### src/hw/rtl/tsc_pkg.sv
// Package for the triangle scan converter: widths, fixed-point constants,
// controller state type and the command/status structs between controller and datapath.
// No dependencies.
package tsc_pkg;

    // Coordinate and store geometry.
    localparam int COORD_W   = 10;
    localparam int ROWS      = 1024;
    localparam int ROW_W     = $clog2(ROWS);
    localparam logic [COORD_W-1:0] X_MAX = COORD_W'((1 << COORD_W) - 1);

    // Edge stepping: unsigned 10.16 step, signed 12.16 position.
    localparam int FRAC_W    = 16;
    localparam int QUO_W     = COORD_W + FRAC_W;
    localparam int POS_W     = QUO_W + 2;
    localparam int DIV_STEPS = QUO_W;
    localparam int DCNT_W    = $clog2(DIV_STEPS);

    // Request operation codes.
    localparam logic OP_TRIANGLE = 1'b0;
    localparam logic OP_READ     = 1'b1;

    typedef enum logic [2:0] {
        ST_IDLE,
        ST_RESP,
        ST_SETUP,
        ST_DIV,
        ST_WALK
    } t_state;

    typedef enum logic [1:0] {
        EDGE_LONG,
        EDGE_UPPER,
        EDGE_LOWER
    } t_edge;

    typedef struct packed {
        logic  load_item;
        logic  rd_en;
        t_edge edge_sel;
        logic  edge_setup;
        logic  div_step;
        logic  walk_step;
    } t_dp_cmd;

    typedef struct packed {
        logic edge_valid;
        logic div_last;
        logic walk_last;
    } t_dp_stat;

endpackage

### src/hw/rtl/tsc_ctrl.sv
// Controller state machine of the triangle scan converter.
// Depends on tsc_pkg.
module tsc_ctrl (
    input  logic              i_clk,
    input  logic              i_rst_n,
    input  logic              i_req_valid,
    input  logic              i_req_op,
    output logic              o_req_ready,
    output logic              o_span_valid,
    input  logic              i_span_ready,
    output tsc_pkg::t_dp_cmd  o_cmd,
    input  tsc_pkg::t_dp_stat i_stat
);
    import tsc_pkg::*;

    t_state r_state, n_state;
    t_edge  r_edge,  n_edge;

    always_ff @(posedge i_clk) begin
        if (!i_rst_n) begin
            r_state <= ST_IDLE;
            r_edge  <= EDGE_LONG;
        end else begin
            r_state <= n_state;
            r_edge  <= n_edge;
        end
    end

    // Next state: setup per edge; a descending edge then divides and walks rows.
    always_comb begin
        n_state = r_state;
        n_edge  = r_edge;
        unique case (r_state)
            ST_IDLE: begin
                if (i_req_valid) begin
                    if (i_req_op == OP_READ) begin
                        n_state = ST_RESP;
                    end else begin
                        n_state = ST_SETUP;
                        n_edge  = EDGE_LONG;
                    end
                end
            end
            ST_RESP: begin
                if (i_span_ready) begin
                    n_state = ST_IDLE;
                end
            end
            ST_SETUP: begin
                if (i_stat.edge_valid) begin
                    n_state = ST_DIV;
                end else if (r_edge == EDGE_LOWER) begin
                    n_state = ST_IDLE;
                end else begin
                    n_edge = t_edge'(r_edge + 2'd1);
                end
            end
            ST_DIV: begin
                if (i_stat.div_last) begin
                    n_state = ST_WALK;
                end
            end
            ST_WALK: begin
                if (i_stat.walk_last) begin
                    if (r_edge == EDGE_LOWER) begin
                        n_state = ST_IDLE;
                    end else begin
                        n_state = ST_SETUP;
                        n_edge  = t_edge'(r_edge + 2'd1);
                    end
                end
            end
            default: begin
                n_state = ST_IDLE;
            end
        endcase
    end

    always_comb begin
        o_req_ready      = 1'b0;
        o_span_valid     = 1'b0;
        o_cmd            = '0;
        o_cmd.edge_sel   = r_edge;
        unique case (r_state)
            ST_IDLE: begin
                o_req_ready     = 1'b1;
                o_cmd.load_item = i_req_valid && (i_req_op == OP_TRIANGLE);
                o_cmd.rd_en     = i_req_valid && (i_req_op == OP_READ);
            end
            ST_RESP:  o_span_valid     = 1'b1;
            ST_SETUP: o_cmd.edge_setup = 1'b1;
            ST_DIV:   o_cmd.div_step   = 1'b1;
            ST_WALK:  o_cmd.walk_step  = 1'b1;
            default: begin
                o_req_ready = 1'b0;
            end
        endcase
    end

endmodule

### config.mk
export PLATFORM = sky130hd
export DESIGN_NAME = tsc_ctrl
export DESIGN_NICKNAME = d
export VERILOG_FILES = /design/src/hw/rtl/tsc_pkg.sv /design/src/hw/rtl/tsc_ctrl.sv
export SDC_FILE = /design/constraint.sdc
export NUM_CORES = 1
export LEC_CHECK = 0
export CAP_MARGIN = 15
export CORE_AREA = 2 2 39 41
export CTS_CLUSTER_SIZE = 40
export DETAILED_ROUTE_END_ITERATION = 10
export DIE_AREA = 0 0 41 43
export DONT_BUFFER_PORTS = 1
export GPL_ROUTABILITY_DRIVEN = 0
export SYNTH_ARGS = -nofsm -noshare
export SYNTH_HDL_FRONTEND = slang
export SYNTH_SLANG_ARGS = --single-unit
### constraint.sdc
create_clock -name i_clk -period 2.7 [get_ports i_clk]
set_clock_uncertainty 0.15 [all_clocks]
set_input_delay 0.135 -clock i_clk [delete_from_list [all_inputs] [get_ports i_clk]]
set_output_delay 0.135 -clock i_clk [all_outputs]
set_load 0.02 [all_outputs]
==> metrics, run 1 <==
ys flop type dfxtp_1; Tightest Pin Transition approximately 0.68 ns; antenna cells 0; DR WL met2 around 420 um; num rows 14; Min-Delay Path Depth 3; DRC viols 0; Tmin final between 1.5 and 2 ns; CTS tree yes; RSZ-0062 raised after global routing false; # port buffers 0; DRT Wirelength roughly 930 um; CTS resizes 0; Seq cells post-synth 5; reg2reg path depth 4; Post-CTS Setup Inserts 0; # hold bufs at CTS 2; R2R setup slack about 0.75 ns; Die W roughly 40 um; ys async rst share 0; Via Count approximately 390; Post-DRT Antenna Nets 0; CP arrival 1.97 ns; initial core utilization 0.320; area delta synth->final 8.19%; Syn. warnings 0; Critical Path Start Type flip-flop; drt pass-1 iters 3; Detail Placement HPWL a little under 700 um; worst IR drop on VDD about 0.34 mV; dominant cells by area after synthesis dfxtp_1, mux2i_1, nand2_1; most frequent cells after synthesis nand2_1, dfxtp_1, nor2_1, mux2i_1, nor3b_1; most frequent cell after synthesis nand2_1; IO Count 17; setup TNS 0 ns; die height 43 um; layout cells sized above 1 0.121; H-tree lvl count 1; wire per inst 12.6 um; Via-to-Cell Ratio ~5.2; Synth cell types 29; WL met3 approximately 100 um; power per cell area approximately 790 mW/mm2; fillcell total roughly 160; post-synth top area share 0.226; relative slew slack 0.547; Leakage ~0.18 nW; syn avg cell area slightly below 8 um2; number of max-cap violations 0; root buf cell clkbuf_4; clk sinks 5; Core Region approximately 0.0014 mm2; initial antenna violation count 0; Max Clock Freq around 510 MHz; M1 WL 407 um; final setup vio count 0; Final Hold Fails 0; Hold EP r_edge[0]$_SDFFE_PN0P_; total gr overflow 0; total die area 0.00176 mm2; Total Power approximately 0.38 mW; Hold Crit Class in -> reg; reg2reg start r_state[2]$_SDFFE_PN0P_; Setup crit end kind flip-flop; Synth area leader dfxtp_1; Post-Syn Nets 66; hold path startpoint i_rst_n; clock-pin slew on the worst setup and hold paths roughly 0.050 ns; Worst-Skew Late Latency approximately 0.24 ns; nets 68; number of global-route vias before repair 343; Max FO, Critical Path 16; global-route wire length before repair roughly 1400 um; Cell Area, Synth approximately 440 um2; Max clock buf depth 2; Worst EP required roughly 2.7 ns; WS Path Type reg -> reg; Mapped Cells 57; gr usage total 0.121; starting DRC count in detailed routing 7; largest net degree at the start of global routing 20; Tcrit/Tclk final 0.722; worst r2r dst r_state[2]$_SDFFE_PN0P_; Seq/Total Area, Yosys 0.226; Top Metal Used met3; cts bufs inserted 3; Final Max Tran Viols 0; Post-synth EDFFs 0; status finished clean
[logic make-up after synthesis]
family / share of synthesized area
simple gates: 0.401
compound gates: 0.116
buf+inv: 0.0932
mux: 0.116
flops: 0.226
xor+xnor: 0.0198
fa+ha+maj: 0.0282
[worst max path at each step]
stage | startpoint | endpoint | slack (ns) | cells after the start
floorplan | r_state[2]$_SDFFE_PN0P_ | o_cmd[6] | 0.82 | 5
global placement | r_edge[0]$_SDFFE_PN0P_ | r_edge[0]$_SDFFE_PN0P_ | 0.84 | 6
detailed placement | r_edge[0]$_SDFFE_PN0P_ | r_edge[0]$_SDFFE_PN0P_ | 0.83 | 6
CTS | r_state[2]$_SDFFE_PN0P_ | r_state[2]$_SDFFE_PN0P_ | 0.74 | 4
global route | r_state[2]$_SDFFE_PN0P_ | r_state[2]$_SDFFE_PN0P_ | 0.62 | 4
finish | r_state[2]$_SDFFE_PN0P_ | r_state[2]$_SDFFE_PN0P_ | 0.75 | 4
[cell usage in the layout (no fill, tap or decap), drive strengths merged, types with 2 or more instances in the layout]
master and instances:
clkbuf 4, nor2 6, mux2i 4, nor3 3, nor4b 2, dlygate4sd3 2
o21ai 3, nor3b 4, nand2 9, dfxtp 5
[flip-flops by register name (all words and copies together), names as in the netlist]
| name | flops |
|---|---|
| r_edge | 2 |
| r_state | 3 |
[area by class of cell]
| cell class | instances | area (um2) | share of cell area |
|---|---|---|---|
| Clock buffer | 4 | 26.3 | 0.0548 |
| Tap cell | 16 | 20.0 | 0.0418 |
| Sequential cell | 5 | 100 | 0.209 |
| Multi-Input combinational cell | 45 | 302 | 0.629 |
| Timing Repair Buffer | 3 | 27.5 | 0.0574 |
| Inverter | 1 | 3.75 | 0.00783 |
[critical path, stage by stage (launching register included)]
cell,delay [ns]
dfxtp_1,0.63
nor4b_1,0.39
nand2_1,0.08
dlygate4sd3_1,0.55
o21ai_0,0.07
[layer usage]
layer | track usage | vias up
met3 | 0.0681 | 0
met2 | 0.166 | 9
met1 | 0.145 | 171
met5 | 0 | -
li1 | - | 206
met4 | 0.0600 | 0
[through the flow]
step	util	hold WS, ns	instances	setup slack [ns]	area (um2)
global placement	0.313	0.106	68	0.840	433
finish	0.346	0.0518	74	0.750	479
floorplan	-	0.183	57	0.823	443
global route	0.346	0.0603	74	0.620	479
CTS	0.346	0.0467	74	0.738	479
detailed placement	0.313	0.121	68	0.825	433
[power by group]
group | switching [mW] | total [mW] | internal (mW)
combinational | 0.0848 | 0.162 | 0.0774
sequential | 0.0464 | 0.132 | 0.0859
clock | 0.0293 | 0.0852 | 0.0558
Power figures use the tool's default switching activity.
==> run 2: changes to the inputs <==
==> constraint.sdc (replaced) <==
create_clock -name i_clk -period 2 [get_ports i_clk]
set_clock_uncertainty 0.15 [all_clocks]
set_input_delay 0.1 -clock i_clk [delete_from_list [all_inputs] [get_ports i_clk]]
set_output_delay 0.1 -clock i_clk [all_outputs]
set_load 0.02 [all_outputs]
==> run 2 against run 1 <==
Register-to-register slack got worse by 0.65 ns. Maximum frequency rose by 2.5%. Power rose by 45%. Cell area rose by 9.9%. Sequential power rose by 30%. Clock power rose by 36%.
==> metrics, run 2 (synthesis gave the netlist of run 1 again) <==
nets 74; Core Region about 0.0014 mm2; Critical Path Start Type flip-flop; area of the multi-input gates 302 um2; Max clock buf depth 2; Max FO, Critical Path 16; Post-CTS Setup Inserts 0; NetSw 0.224 mW; Tcrit/Tclk final 0.951; Layout Utilization 0.381; max reg flops 3; fin cells 80; most frequent cells in the layout nand2_1, buf_4, nor2_1; DRC viols 0; global-route wire length before repair ~1500 um; Tightest Pin Transition 0.441 ns; H-tree lvl count 1; layout cells sized above 1 0.234; status finished clean; total die area around 0.0018 mm2; reg2reg path depth 5; final setup vio count 0; total gr overflow 0; antenna cells 0; area occupied by registers just over 100 um2; Min-Delay Path Depth 3; area delta synth->final 18.9%; DRT Wirelength 989 um; Total Power 0.551 mW; power per cell area about 1000 mW/mm2; cts bufs inserted 3; Hold Crit Class in -> reg; Setup crit end kind flip-flop; Final Max Tran Viols 0; setup TNS 0 ns; number of global-route vias before repair around 350; clk sinks 5; initial antenna violation count 0; # port buffers 0; Hold EP r_edge[0]$_SDFFE_PN0P_; relative slew slack 0.705; placed insts 74; WS Path Type reg -> reg; Max Clock Freq ~530 MHz; starting DRC count in detailed routing 9; wire per inst about 12 um; Worst EP required approximately 2 ns; worst r2r dst r_state[2]$_SDFFE_PN0P_; clock-pin slew on the worst setup and hold paths 0.04 ns; Largest Register r_state; internal power 0.326 mW; CP arrival around 1.9 ns; hold path startpoint i_rst_n; commonest non-fill, non-tap cell in the layout nand2_1; Final Hold Fails 0; IO Count 17; Leakage roughly 0.21 nW; worst IR drop on VDD between 0.4 and 0.5 mV; largest net degree at the start of global routing 17; drt pass-1 iters 4; number of max-cap violations 0; gr usage total 0.129; RSZ-0062 raised after global routing false; Die W approximately 41 um; largest registers r_state (3), r_edge (2); fillcell total roughly 150; clock power share 0.210; reg2reg start r_state[1]$_SDFFE_PN0P_; Via-to-Cell Ratio between 5 and 6; num rows 14; Tmin final ~1.9 ns; Worst-Skew Late Latency 0.24 ns; sequential power share 0.313; initial core utilization 0.320; Post-DRT Antenna Nets 0; die height 43 um; Via Count ~430; root buf cell clkbuf_4; R2R setup slack 0.1 ns; Comb power frac 0.477; CTS tree yes; sw frac 0.408
run 2: changes by cell type in the layout (fill, tap and decap cells not counted), sizes merged:
cell,previous run,this run
buf,1,7
run 2: area by class of cell:
class                   count  share of cell area
inverters                   1             0.00713
multi-input cells          45               0.572
flip-flops and latches      5               0.195
repair buffers              9               0.138
clock buffers               4              0.0499
well taps                  16              0.0380
run 2: worst max-delay path by stage:
| stage | startpoint | endpoint | slack (ns) | cells past startpoint |
|---|---|---|---|---|
| 2_1_floorplan | r_state[2]$_SDFFE_PN0P_ | o_cmd[6] | 0.16 | 5 |
| 5_1_grt | r_state[1]$_SDFFE_PN0P_ | r_state[2]$_SDFFE_PN0P_ | 0.03 | 5 |
| 4_1_cts | r_state[1]$_SDFFE_PN0P_ | r_state[2]$_SDFFE_PN0P_ | 0.02 | 5 |
| 3_3_place_gp | r_state[1]$_SDFFE_PN0P_ | r_state[0]$_SDFFE_PN0P_ | 0.31 | 5 |
| 6_report | r_state[1]$_SDFFE_PN0P_ | r_state[2]$_SDFFE_PN0P_ | 0.1 | 5 |
| 3_5_place_dp | r_edge[1]$_SDFFE_PN0P_ | r_edge[0]$_SDFFE_PN0P_ | 0.30 | 5 |
run 2: per-stage QoR:
| stage | worst slack, ns | instance area (um2) | hold slack (ns) |
|---|---|---|---|
| floorplan | 0.158 | 443 | 0.130 |
| global placement | 0.312 | 478 | 0.0800 |
| detailed placement | 0.301 | 478 | 0.0724 |
| CTS | 0.0161 | 524 | 0.00222 |
| global route | 0.0346 | 527 | 0.0327 |
| finish | 0.0981 | 527 | 0.0112 |
run 2: what timing repair did:
action	CTS	global route
gates resized for setup	0	2
endpoints found under the hold margin	5	0
hold buffers	2	0
endpoints found under the setup margin	0	1
run 2: worst max-delay path, stage by stage, from the launching register on:
cell and delay, ns:
dfxtp_2 0.40, buf_4 0.18, nor4b_1 0.37, nand2_1 0.09, dlygate4sd3_1 0.56, o21ai_0 0.07
run 2: power groups by stage:
| stage | sequential (mW) | combinational (mW) | clock (mW) |
|---|---|---|---|
| detailed placement | 0.172 | 0.260 | 0 |
| CTS | 0.170 | 0.265 | 0.122 |
| floorplan | 0.130 | 0.251 | 0 |
| finish | 0.172 | 0.262 | 0.116 |
| global placement | 0.171 | 0.259 | 0 |
| global route | 0.180 | 0.284 | 0.130 |
run 2: per-layer routing:
layer	track usage	share of wire
met1	0.155	0.42
met2	0.184	0.47
met3	0.0628	0.10
met4	0.0600	0
met5	0	0
